[src/rtl/hsvrgb_pkg.sv]
// Package for the HSVA to RGBA converter: constants, sector codes and the
// payload structs passed between pipeline stages. No dependencies.
`default_nettype none

package hsvrgb_pkg;

  // Q1.15 unity and the hue span of one 60 degree sector (1/64 degree units)
  localparam logic [15:0] Q15_ONE          = 16'd32768;
  localparam int          HUE_SECTOR_UNITS = 3840;
  localparam int          SECTOR_COUNT     = 6;
  localparam int          HUE_W            = 15;
  localparam int          REM_W            = 12;
  // Largest whole-sector count a 15-bit hue can hold
  localparam int          QUOT_MAX         = (2**HUE_W - 1) / HUE_SECTOR_UNITS;

  // f = floor(rem * 128 / 15), done as a multiply by ceil(2^23 / 15)
  localparam int          FRAC_SHIFT       = 23;
  localparam logic [19:0] FRAC_RECIP       = 20'((2**FRAC_SHIFT + 14) / 15);

  typedef enum logic [2:0] {
    SEC_RED     = 3'd0,
    SEC_YELLOW  = 3'd1,
    SEC_GREEN   = 3'd2,
    SEC_CYAN    = 3'd3,
    SEC_BLUE    = 3'd4,
    SEC_MAGENTA = 3'd5
  } sector_t;

  typedef struct packed {
    logic [HUE_W-1:0] hue;
    logic [15:0]      saturation;
    logic [15:0]      brightness;
    logic [15:0]      alpha;
  } hsva_t;

  typedef struct packed {
    sector_t          sector;
    logic [REM_W-1:0] rem;
    logic [15:0]      sat;
    logic [15:0]      val;
    logic [15:0]      alpha;
  } split_t;

  typedef struct packed {
    sector_t     sector;
    logic [15:0] frac;
    logic [15:0] sat;
    logic [15:0] val;
    logic [15:0] p;
    logic [15:0] alpha;
  } frac_t;

  typedef struct packed {
    sector_t     sector;
    logic [15:0] sf;
    logic [15:0] sg;
    logic [15:0] val;
    logic [15:0] p;
    logic [15:0] alpha;
  } scale_t;

  typedef struct packed {
    logic [15:0] red;
    logic [15:0] green;
    logic [15:0] blue;
    logic [15:0] alpha;
  } rgba_t;

endpackage

`default_nettype wire

[src/rtl/hsvrgb_if.sv]
// Valid/ready channel interfaces for the HSVA input and RGBA result.
// Depends on nothing.
`default_nettype none

interface hsvrgb_in_if;
  logic        valid;
  logic        ready;
  logic [14:0] hue;
  logic [15:0] saturation;
  logic [15:0] brightness;
  logic [15:0] alpha_in;

  modport source (output valid, hue, saturation, brightness, alpha_in, input ready);
  modport sink   (input valid, hue, saturation, brightness, alpha_in, output ready);
endinterface

interface hsvrgb_out_if;
  logic        valid;
  logic        ready;
  logic [15:0] red;
  logic [15:0] green;
  logic [15:0] blue;
  logic [15:0] alpha_out;

  modport source (output valid, red, green, blue, alpha_out, input ready);
  modport sink   (input valid, red, green, blue, alpha_out, output ready);
endinterface

`default_nettype wire

[src/rtl/hsvrgb_split.sv]
// Stage 1: splits hue into sector and remainder, clamps S and V to 1.0.
// Depends on hsvrgb_pkg.
`default_nettype none

module hsvrgb_split (
  input  wire logic               clk,
  input  wire logic               rst_n,
  input  wire logic               up_valid,
  output logic                    up_ready,
  input  wire hsvrgb_pkg::hsva_t  up_data,
  output logic                    dn_valid,
  input  wire logic               dn_ready,
  output hsvrgb_pkg::split_t      dn_data
);

  logic                          vld_r;
  hsvrgb_pkg::split_t            data_r;
  hsvrgb_pkg::split_t            data_nxt;
  logic [3:0]                    quot;
  logic [hsvrgb_pkg::HUE_W-1:0]  base;
  logic [hsvrgb_pkg::HUE_W-1:0]  rem_full;

  // Whole sectors by parallel compares against multiples of one sector
  always_comb begin
    quot = 4'd0;
    base = '0;
    for (int k = 1; k <= hsvrgb_pkg::QUOT_MAX; k++) begin
      if (up_data.hue >= hsvrgb_pkg::HUE_W'(hsvrgb_pkg::HUE_SECTOR_UNITS * k)) begin
        quot = 4'(k);
        base = hsvrgb_pkg::HUE_W'(hsvrgb_pkg::HUE_SECTOR_UNITS * k);
      end
    end
  end

  assign rem_full = up_data.hue - base;

  // Sector wraps modulo six; S and V saturate at 1.0
  always_comb begin
    data_nxt.sector = (quot >= 4'(hsvrgb_pkg::SECTOR_COUNT))
                    ? hsvrgb_pkg::sector_t'(3'(quot - 4'(hsvrgb_pkg::SECTOR_COUNT)))
                    : hsvrgb_pkg::sector_t'(quot[2:0]);
    data_nxt.rem    = rem_full[hsvrgb_pkg::REM_W-1:0];
    data_nxt.sat    = (up_data.saturation > hsvrgb_pkg::Q15_ONE) ? hsvrgb_pkg::Q15_ONE
                                                                 : up_data.saturation;
    data_nxt.val    = (up_data.brightness > hsvrgb_pkg::Q15_ONE) ? hsvrgb_pkg::Q15_ONE
                                                                 : up_data.brightness;
    data_nxt.alpha  = up_data.alpha;
  end

  // Pipeline register
  assign up_ready = !vld_r || dn_ready;

  always_ff @(posedge clk) begin
    if (!rst_n) begin
      vld_r <= 1'b0;
    end else if (up_ready) begin
      vld_r <= up_valid;
    end
  end

  always_ff @(posedge clk) begin
    if (up_ready && up_valid) begin
      data_r <= data_nxt;
    end
  end

  assign dn_valid = vld_r;
  assign dn_data  = data_r;

endmodule

`default_nettype wire

[src/rtl/hsvrgb_frac.sv]
// Stage 2: sector fraction f by reciprocal multiply, and p = v(1-s).
// Depends on hsvrgb_pkg.
`default_nettype none

module hsvrgb_frac (
  input  wire logic                clk,
  input  wire logic                rst_n,
  input  wire logic                up_valid,
  output logic                     up_ready,
  input  wire hsvrgb_pkg::split_t  up_data,
  output logic                     dn_valid,
  input  wire logic                dn_ready,
  output hsvrgb_pkg::frac_t        dn_data
);

  logic               vld_r;
  hsvrgb_pkg::frac_t  data_r;
  hsvrgb_pkg::frac_t  data_nxt;
  logic [18:0]        rem_x128;
  logic [38:0]        frac_prod;
  logic [31:0]        p_prod;

  // f = floor(rem * 32768 / 3840) = floor(rem * 128 / 15)
  assign rem_x128  = {up_data.rem, 7'd0};
  assign frac_prod = 39'(rem_x128) * 39'(hsvrgb_pkg::FRAC_RECIP);
  assign p_prod    = 32'(up_data.val) * 32'(hsvrgb_pkg::Q15_ONE - up_data.sat);

  always_comb begin
    data_nxt.sector = up_data.sector;
    data_nxt.frac   = frac_prod[hsvrgb_pkg::FRAC_SHIFT +: 16];
    data_nxt.sat    = up_data.sat;
    data_nxt.val    = up_data.val;
    data_nxt.p      = p_prod[30:15];
    data_nxt.alpha  = up_data.alpha;
  end

  // Pipeline register
  assign up_ready = !vld_r || dn_ready;

  always_ff @(posedge clk) begin
    if (!rst_n) begin
      vld_r <= 1'b0;
    end else if (up_ready) begin
      vld_r <= up_valid;
    end
  end

  always_ff @(posedge clk) begin
    if (up_ready && up_valid) begin
      data_r <= data_nxt;
    end
  end

  assign dn_valid = vld_r;
  assign dn_data  = data_r;

endmodule

`default_nettype wire

[src/rtl/hsvrgb_scale.sv]
// Stage 3: scaled saturations sf = s*f and sg = s*(1-f).
// Depends on hsvrgb_pkg.
`default_nettype none

module hsvrgb_scale (
  input  wire logic               clk,
  input  wire logic               rst_n,
  input  wire logic               up_valid,
  output logic                    up_ready,
  input  wire hsvrgb_pkg::frac_t  up_data,
  output logic                    dn_valid,
  input  wire logic               dn_ready,
  output hsvrgb_pkg::scale_t      dn_data
);

  logic                vld_r;
  hsvrgb_pkg::scale_t  data_r;
  hsvrgb_pkg::scale_t  data_nxt;
  logic [31:0]         sf_prod;
  logic [31:0]         sg_prod;

  assign sf_prod = 32'(up_data.sat) * 32'(up_data.frac);
  assign sg_prod = 32'(up_data.sat) * 32'(hsvrgb_pkg::Q15_ONE - up_data.frac);

  always_comb begin
    data_nxt.sector = up_data.sector;
    data_nxt.sf     = sf_prod[30:15];
    data_nxt.sg     = sg_prod[30:15];
    data_nxt.val    = up_data.val;
    data_nxt.p      = up_data.p;
    data_nxt.alpha  = up_data.alpha;
  end

  // Pipeline register
  assign up_ready = !vld_r || dn_ready;

  always_ff @(posedge clk) begin
    if (!rst_n) begin
      vld_r <= 1'b0;
    end else if (up_ready) begin
      vld_r <= up_valid;
    end
  end

  always_ff @(posedge clk) begin
    if (up_ready && up_valid) begin
      data_r <= data_nxt;
    end
  end

  assign dn_valid = vld_r;
  assign dn_data  = data_r;

endmodule

`default_nettype wire

[src/rtl/hsvrgb_route.sv]
// Stage 4: q = v(1-sf), t = v(1-sg), then routes v, p, q, t by sector.
// Depends on hsvrgb_pkg.
`default_nettype none

module hsvrgb_route (
  input  wire logic                clk,
  input  wire logic                rst_n,
  input  wire logic                up_valid,
  output logic                     up_ready,
  input  wire hsvrgb_pkg::scale_t  up_data,
  output logic                     dn_valid,
  input  wire logic                dn_ready,
  output hsvrgb_pkg::rgba_t        dn_data
);

  logic               vld_r;
  hsvrgb_pkg::rgba_t  data_r;
  hsvrgb_pkg::rgba_t  data_nxt;
  logic [31:0]        q_prod;
  logic [31:0]        t_prod;
  logic [15:0]        q;
  logic [15:0]        t;
  logic [15:0]        v;
  logic [15:0]        p;

  assign q_prod = 32'(up_data.val) * 32'(hsvrgb_pkg::Q15_ONE - up_data.sf);
  assign t_prod = 32'(up_data.val) * 32'(hsvrgb_pkg::Q15_ONE - up_data.sg);
  assign q      = q_prod[30:15];
  assign t      = t_prod[30:15];
  assign v      = up_data.val;
  assign p      = up_data.p;

  // Sector routing
  always_comb begin
    data_nxt.alpha = up_data.alpha;
    case (up_data.sector)
      hsvrgb_pkg::SEC_RED: begin
        data_nxt.red = v; data_nxt.green = t; data_nxt.blue = p;
      end
      hsvrgb_pkg::SEC_YELLOW: begin
        data_nxt.red = q; data_nxt.green = v; data_nxt.blue = p;
      end
      hsvrgb_pkg::SEC_GREEN: begin
        data_nxt.red = p; data_nxt.green = v; data_nxt.blue = t;
      end
      hsvrgb_pkg::SEC_CYAN: begin
        data_nxt.red = p; data_nxt.green = q; data_nxt.blue = v;
      end
      hsvrgb_pkg::SEC_BLUE: begin
        data_nxt.red = t; data_nxt.green = p; data_nxt.blue = v;
      end
      default: begin
        data_nxt.red = v; data_nxt.green = p; data_nxt.blue = q;
      end
    endcase
  end

  // Output register
  assign up_ready = !vld_r || dn_ready;

  always_ff @(posedge clk) begin
    if (!rst_n) begin
      vld_r <= 1'b0;
    end else if (up_ready) begin
      vld_r <= up_valid;
    end
  end

  always_ff @(posedge clk) begin
    if (up_ready && up_valid) begin
      data_r <= data_nxt;
    end
  end

  assign dn_valid = vld_r;
  assign dn_data  = data_r;

endmodule

`default_nettype wire

[src/rtl/hsv_to_rgb_converter_unit.sv]
// HSVA to RGBA converter, top level. Depends on hsvrgb_pkg, the channel
// interfaces in hsvrgb_if.sv and the four stage modules.
//
// Usage:
//   in_pix  (sink)  : hue in 1/64 degree, saturation, brightness and alpha
//                     in Q1.15. A transfer happens when valid and ready are
//                     both high at a rising clock edge.
//   out_pix (source): red, green, blue and alpha in Q1.15, same handshake.
//   Hue of 360 degrees or more wraps by whole sectors; saturation and
//   brightness above 1.0 are clamped; alpha passes through untouched.
// Throughput: one pixel per clock when not stalled, set by the four
//   register stages (sector split, fraction multiply, saturation scaling,
//   final multiply and channel routing), each holding at most one
//   multiplier level; an input reaches out_pix through them in order.
// Reset: synchronous, active low; clears every stage valid bit, so the
//   pipeline comes up empty and ready.
// Stall: each stage holds its item while the next stage is full and not
//   ready; empty stages keep filling, so in_pix.ready stays high until all
//   four stages hold data and out_pix.ready is low.
`default_nettype none

module hsv_to_rgb_converter_unit (
  input  wire logic    clk,
  input  wire logic    rst_n,
  hsvrgb_in_if.sink    in_pix,
  hsvrgb_out_if.source out_pix
);

  hsvrgb_pkg::hsva_t   in_data;
  hsvrgb_pkg::split_t  split_data;
  hsvrgb_pkg::frac_t   frac_data;
  hsvrgb_pkg::scale_t  scale_data;
  hsvrgb_pkg::rgba_t   rgba_data;
  logic                split_valid;
  logic                split_ready;
  logic                frac_valid;
  logic                frac_ready;
  logic                scale_valid;
  logic                scale_ready;

  // Pack input channel payload
  always_comb begin
    in_data.hue        = in_pix.hue;
    in_data.saturation = in_pix.saturation;
    in_data.brightness = in_pix.brightness;
    in_data.alpha      = in_pix.alpha_in;
  end

  hsvrgb_split u_split (
    .clk      (clk),
    .rst_n    (rst_n),
    .up_valid (in_pix.valid),
    .up_ready (in_pix.ready),
    .up_data  (in_data),
    .dn_valid (split_valid),
    .dn_ready (split_ready),
    .dn_data  (split_data)
  );

  hsvrgb_frac u_frac (
    .clk      (clk),
    .rst_n    (rst_n),
    .up_valid (split_valid),
    .up_ready (split_ready),
    .up_data  (split_data),
    .dn_valid (frac_valid),
    .dn_ready (frac_ready),
    .dn_data  (frac_data)
  );

  hsvrgb_scale u_scale (
    .clk      (clk),
    .rst_n    (rst_n),
    .up_valid (frac_valid),
    .up_ready (frac_ready),
    .up_data  (frac_data),
    .dn_valid (scale_valid),
    .dn_ready (scale_ready),
    .dn_data  (scale_data)
  );

  hsvrgb_route u_route (
    .clk      (clk),
    .rst_n    (rst_n),
    .up_valid (scale_valid),
    .up_ready (scale_ready),
    .up_data  (scale_data),
    .dn_valid (out_pix.valid),
    .dn_ready (out_pix.ready),
    .dn_data  (rgba_data)
  );

  // Unpack result payload
  assign out_pix.red       = rgba_data.red;
  assign out_pix.green     = rgba_data.green;
  assign out_pix.blue      = rgba_data.blue;
  assign out_pix.alpha_out = rgba_data.alpha;

endmodule

`default_nettype wire
[src/flat_wrapper.sv]
// flat-port wrapper written by rule: the top's interface ports become plain ports
module hsv_to_rgb_converter_unit_flat 
  (clk, rst_n, in_pix_valid, in_pix_hue, in_pix_saturation, in_pix_brightness, in_pix_alpha_in, in_pix_ready, out_pix_valid, out_pix_red, out_pix_green, out_pix_blue, out_pix_alpha_out, out_pix_ready);
  hsvrgb_in_if in_pix_i ();
  hsvrgb_out_if out_pix_i ();
  input  wire logic clk;
  input  wire logic rst_n;
  input wire logic [$bits(in_pix_i.valid)-1:0] in_pix_valid;
  input wire logic [$bits(in_pix_i.hue)-1:0] in_pix_hue;
  input wire logic [$bits(in_pix_i.saturation)-1:0] in_pix_saturation;
  input wire logic [$bits(in_pix_i.brightness)-1:0] in_pix_brightness;
  input wire logic [$bits(in_pix_i.alpha_in)-1:0] in_pix_alpha_in;
  output wire logic [$bits(in_pix_i.ready)-1:0] in_pix_ready;
  output wire logic [$bits(out_pix_i.valid)-1:0] out_pix_valid;
  output wire logic [$bits(out_pix_i.red)-1:0] out_pix_red;
  output wire logic [$bits(out_pix_i.green)-1:0] out_pix_green;
  output wire logic [$bits(out_pix_i.blue)-1:0] out_pix_blue;
  output wire logic [$bits(out_pix_i.alpha_out)-1:0] out_pix_alpha_out;
  input wire logic [$bits(out_pix_i.ready)-1:0] out_pix_ready;
  assign in_pix_i.valid = in_pix_valid;
  assign in_pix_i.hue = in_pix_hue;
  assign in_pix_i.saturation = in_pix_saturation;
  assign in_pix_i.brightness = in_pix_brightness;
  assign in_pix_i.alpha_in = in_pix_alpha_in;
  assign in_pix_ready = in_pix_i.ready;
  assign out_pix_valid = out_pix_i.valid;
  assign out_pix_red = out_pix_i.red;
  assign out_pix_green = out_pix_i.green;
  assign out_pix_blue = out_pix_i.blue;
  assign out_pix_alpha_out = out_pix_i.alpha_out;
  assign out_pix_i.ready = out_pix_ready;
  hsv_to_rgb_converter_unit u_core (.clk(clk), .rst_n(rst_n), .in_pix(in_pix_i), .out_pix(out_pix_i));
endmodule
[config.mk]
export PLATFORM = sky130hd
export DESIGN_NAME = hsv_to_rgb_converter_unit_flat
export DESIGN_NICKNAME = d
export VERILOG_FILES = /design/src/rtl/hsvrgb_pkg.sv /design/src/rtl/hsvrgb_if.sv /design/src/rtl/hsvrgb_split.sv /design/src/rtl/hsvrgb_frac.sv /design/src/rtl/hsvrgb_scale.sv /design/src/rtl/hsvrgb_route.sv /design/src/rtl/hsv_to_rgb_converter_unit.sv /design/src/flat_wrapper.sv
export SDC_FILE = /design/constraint.sdc
export NUM_CORES = 2
export LEC_CHECK = 0
export BUFFER_PORTS_ARGS = -buffer_cell sky130_fd_sc_hd__buf_2
export CORE_MARGIN = 2
export CORE_UTILIZATION = 32
export DETAILED_ROUTE_END_ITERATION = 7
export GPL_TIMING_DRIVEN = 0
export SLEW_MARGIN = 30
export SYNTH_ARGS = -nofsm -noshare
export SYNTH_HDL_FRONTEND = slang
export SYNTH_SLANG_ARGS = --single-unit
[constraint.sdc]
create_clock -name clk -period 16.6 [get_ports clk]
set_clock_uncertainty 0.15 [all_clocks]
set_input_delay 3.32 -clock clk [delete_from_list [all_inputs] [get_ports clk]]
set_output_delay 3.32 -clock clk [all_outputs]
set_load 0.005 [all_outputs]
Word level (Yosys, flattened, before mapping). Index checks and enable logic that the tools add are counted.

Input bits: 67. Logic and storage cells: 83. Register bits after elaboration: 297.

Multiplexer cells: 18. Add/sub/neg operators: 6. Reduce and logical (&&, ||, !) cells: 13. Multipliers: 6. Order comparisons: 11. Equality and inequality tests: 4.

Operators with widths (number): case mux 48 bit (5 select lines) (1); 2-to-1 mux 12 bit (8); multiplier 17 x 17 -> 31 bit (3); subtractor 16 x 16 -> 17 bit, first input constant (4); greater-or-equal comparator 15 bit, second input constant (4); > comparator 16 bit, second input constant (2); multiplier 12 x 20 -> 32 bit, second input constant (1); multiplier 16 x 32 -> 31 bit (1); multiplier 16 x 16 -> 31 bit (1); greater-or-equal comparator 15 x 14 -> 1 bit, second input constant (2); 2-to-1 mux 4 bit (7); greater-or-equal comparator 15 x 12 -> 1 bit, second input constant (1); greater-or-equal comparator 15 x 13 -> 1 bit, second input constant (1); subtractor 12 bit (1); equality test 3 x 2 -> 1 bit, second input constant (2); greater-or-equal comparator 4 x 3 -> 1 bit, second input constant (1); logical AND 1 bit (4); logical NOT 1 bit (4); logical OR 1 bit (4); equality test 3 x 1 -> 1 bit, second input constant (1); equality test 3 bit, second input constant (1); logical NOT 3 bit (1); 2-to-1 mux 3 bit (1); subtractor 3 bit, second input constant (1); 2-to-1 mux 1 bit (1).

Logic depth before layout (Yosys ltp).
Word-level depth: 11. Mapped depth: 32. Depth with buffers taken out: 31.

Hierarchy. A second synthesis with hierarchy kept.

Cells, all modules: 5916. Area, all modules: 56913.3 µm².

By module, submodules not included: hsvrgb_route (area each 21952.3 µm², cells an instance 2422, instances 1); hsvrgb_scale (area each 19261.0 µm², cells an instance 2025, instances 1); hsvrgb_frac (area each 13078.8 µm², cells an instance 1292, instances 1); hsvrgb_split (area each 2621.3 µm², cells an instance 177, instances 1).

Worst setup path after synthesis. OpenSTA, ideal clock, no wires.

Kind: input to register. From: input port out_pix_ready. To: register u_core.u_frac.data_r (netlist bit u_core.u_frac.dn_data[0]), enable pin. Setup slack: 6.161 ns. Buffers on the path: 0. Stages on the path: 3. Arrival time: 9.638 ns. Cells stage by stage: nor2b_1 > and2_0 > a21boi_0.

Longest elaborated chain between the ends: 4.

RTL lines: from (decl) (RTL line flat_wrapper.sv:19) `input wire logic [$bits(out_pix_i.ready)-1:0] out_pix_ready;`; logical OR 1 bit (RTL line hsvrgb_route.sv:59) `assign up_ready = !vld_r || dn_ready;`; logical OR 1 bit (RTL line hsvrgb_scale.sv:35) `assign up_ready = !vld_r || dn_ready;`; logical OR 1 bit (RTL line hsvrgb_frac.sv:38) `assign up_ready = !vld_r || dn_ready;`; logical AND 1 bit (RTL line hsvrgb_frac.sv:49) `if (up_ready && up_valid) begin`; to (signal assigned) (RTL line hsvrgb_frac.sv:50) `data_r <= data_nxt;`; to (decl) (RTL line hsvrgb_frac.sv:17) `hsvrgb_pkg::frac_t data_r;`.

No other way between the ends. A chain may end at the register's enable or synchronous reset.

==> results.yml <==
run_status:
  status: "completed"
routing:
  top_layer: "met4"
  dr_wl_met2_mm: 77.8
  drtAntennaViolNets: 0
  drt_iter0_markers: 2884
  met1_length_mm: 68.7
  drc: 0
  drt_pass1_iterations: 6
  wl_per_cell_um: 19.6
  vias: 40381
  wl_mm: 164
  viasPerCell: 4.82
  wl_met3_mm: 10.4
die:
  core_area_sq_um: 176000
  initial_core_util_pct: 32.1
  die_y_um: 424
  ios: 133
  dieWidth_um: 424
  num_rows: 154
  die_area_sq_um: 180000
clocking:
  clkTransAtPathRegs_ns: 0.08
  cts_resized: 0
  clockBufferDepth: 3
  hold_buffers: 0
  cts_made_buffers: 35
  clock_sinks: 297
  cts_tree: "built"
  root_buffer: "clkbuf_16"
  cts_setup_buffers: 0
  insertion_delay_ns: 0.56
  h-tree-depth: 2
setup_path:
  worstPathRequired_ns: 16.70
  critPathTopFamily: "adder cells"
  worst_r2r_startpoint: "u_core.u_scale.dn_data[64]$_DFFE_PP_"
  startpoint: "u_core.u_scale.dn_data[64]$_DFFE_PP_"
  critPathSlowestCell: "xor2_1"
  critPathBufInv: 7
  crit_top_cell: "fa_1"
  crit_type: "flip-flop to flip-flop"
  crit_path_end_kind: "flip-flop"
  crit_fanout: 10
  cp-start-kind: "flip-flop"
  max_stage_delay_ns: 0.74
  cp.arrival_ns: 10.42
logic_synthesis:
  seq_area_frac_synth_pct: 15.7
  avgSynthCellArea_sq_um: 9.67
  syn-num-nets: 7526
  synthArstFlopShare_pct: 0
  postSynthCellCount: 5833
  ys_types: 79
  synth_edf_count: 293
  synth_ff_type: "edfxtp_1"
  yosys_warnings: 0
  netlist_area_sq_um: 56400
  yosys_register_bits: 297
placement:
  gp_congestion: 0.970
  dp_hpwl_mm: 136
  place_area_sq_um: 60400
  port-buffer-count: 128
  pre_cts_ws_ns: 6.48
sta:
  grt_setup_unrepaired: "false"
  drv_slew: 0
  setup_violations: 0
  tightest_slew_ns: 1.08
  period_share_pct: 62.2
  relSlewSlack_pct: 27.5
  clock.fmax_mhz: 96.9
  fin_tns_setup_ns: 0
  hold_viol_final: 0
  layout_setup_ws_ns: 6.28
  post-route-min-period_ns: 10.32
layout:
  drive_gt1_share_pct: 4.31
  syn_to_final_growth_pct: 9.02
  finalNetCount: 7705
  seqCellArea_sq_um: 8880
  final_common_cell: "inv_1"
  final_area_sq_um: 61500
  fillers: 17923
  layout_common_cells: "inv_1 (1,311), fa_1 (1,092), nand2_1 (797)"
  multi_input_area_sq_um: 41700
grt:
  grt_pass1_wl_mm: 259
  grt_overflow: 0
  grt.total_usage_pct: 18.7
  antenna_found_initial: 4
  grt_pass1_vias: 43646
  grt_max_degree: 24
hold_path:
  min-delay-start: "u_core.u_frac.dn_data[82]$_DFFE_PP_"
  min_path_type: "flip-flop to flip-flop"
job:
  drv_cap: 0
## flip-flops by register name, summed over array words and instances (netlist names)
name and cells:
u_core.u_route.dn_data 64, u_core.u_scale.dn_valid 1, u_core.u_frac.dn_data 83, u_core.u_split.dn_valid 1, u_core.u_route.dn_valid 1, u_core.u_scale.dn_data 83, u_core.u_frac.dn_valid 1, u_core.u_split.dn_data 63
## final timing paths
path,end,slack [ns],depth (start not counted)
worst min-delay path,u_core.u_scale.dn_data[82]$_DFFE_PP_,0.25,0
worst min register to register,u_core.u_scale.dn_data[82]$_DFFE_PP_,0.25,0
worst max register to register,u_core.u_route.dn_data[45]$_DFFE_PP_,6.28,28
worst max-delay path,u_core.u_route.dn_data[45]$_DFFE_PP_,6.28,28
## area by class of cell
class | count | share of cell area (%)
Timing Repair Buffer | 142 | 1.57
Buffer | 273 | 1.70
Antenna cell | 7 | 0.0285
Sequential cell | 297 | 14.4
Tap cell | 2340 | 4.76
Inverter | 1311 | 8.01
Clock inverter | 18 | 0.261
Clock buffer | 41 | 1.46
Multi-Input combinational cell | 3952 | 67.8
## per-stage QoR
stage               instances  utilization [%]  hold slack (ns)
floorplan                5833                -            0.250
detailed placement       8315             34.4            0.255
global route             8379             35.0            0.271
CTS                      8374             35.0            0.244
finish                   8381             35.0            0.246
global placement         8301             34.2            0.250
## metal layers
metal	track usage [%]	up-vias
met1	24.7	20599
met5	0	-
met2	30.8	1452
li1	-	18011
met4	7.50	0
met3	2.54	319
## cells by family (layout without fill, tap and decap cells)
group                      after synthesis  count (layout)  synth area share [%]
adders and majority gates             1626            1626                  50.6
and+or+nand+nor                       1717            1717                  15.1
other                                    0               7                     0
AOI/OAI and AO/OA                      414             414                  4.91
buffers and inverters                 1584            1785                  10.6
xor gates and xnor gates               182             182                  2.85
DFF                                    297             297                  15.7
muxes                                   13              13                 0.240
## cell usage after synthesis, types with 15 or more instances
cell type	number	area (sq um)
or2_2	17	106
fa_1	1092	21900
nor3_1	30	150
o21a_1	16	120
nand2b_1	30	188
o211ai_1	16	120
a211oi_1	17	128
a21o_1	49	368
xor2_1	53	464
nand3_1	22	110
and3_1	24	150
and2_1	565	3530
nand2_1	797	2990
ha_1	534	6680
nor4_1	15	93.8
a21oi_1	107	536
nor2b_1	49	307
xnor2_1	127	1110
clkbuf_1	256	961
edfxtp_1	293	8800
nor2_1	121	454
inv_1	1311	4920
o21ai_0	80	400
## worst reg2reg max path, delay by kind of cell, from the launching register on
family | cells | cell delay [ns]
adders and majority gates | 8 | 3.68
xor gates and xnor gates | 2 | 1.35
AOI/OAI and AO/OA | 7 | 2.31
buffers and inverters | 7 | 1.43
DFF | 1 | 0.50
and+or+nand+nor | 4 | 0.61
Power is not shown: default switching activity piles up to over one toggle a cycle in this logic, so the estimate is an artifact.
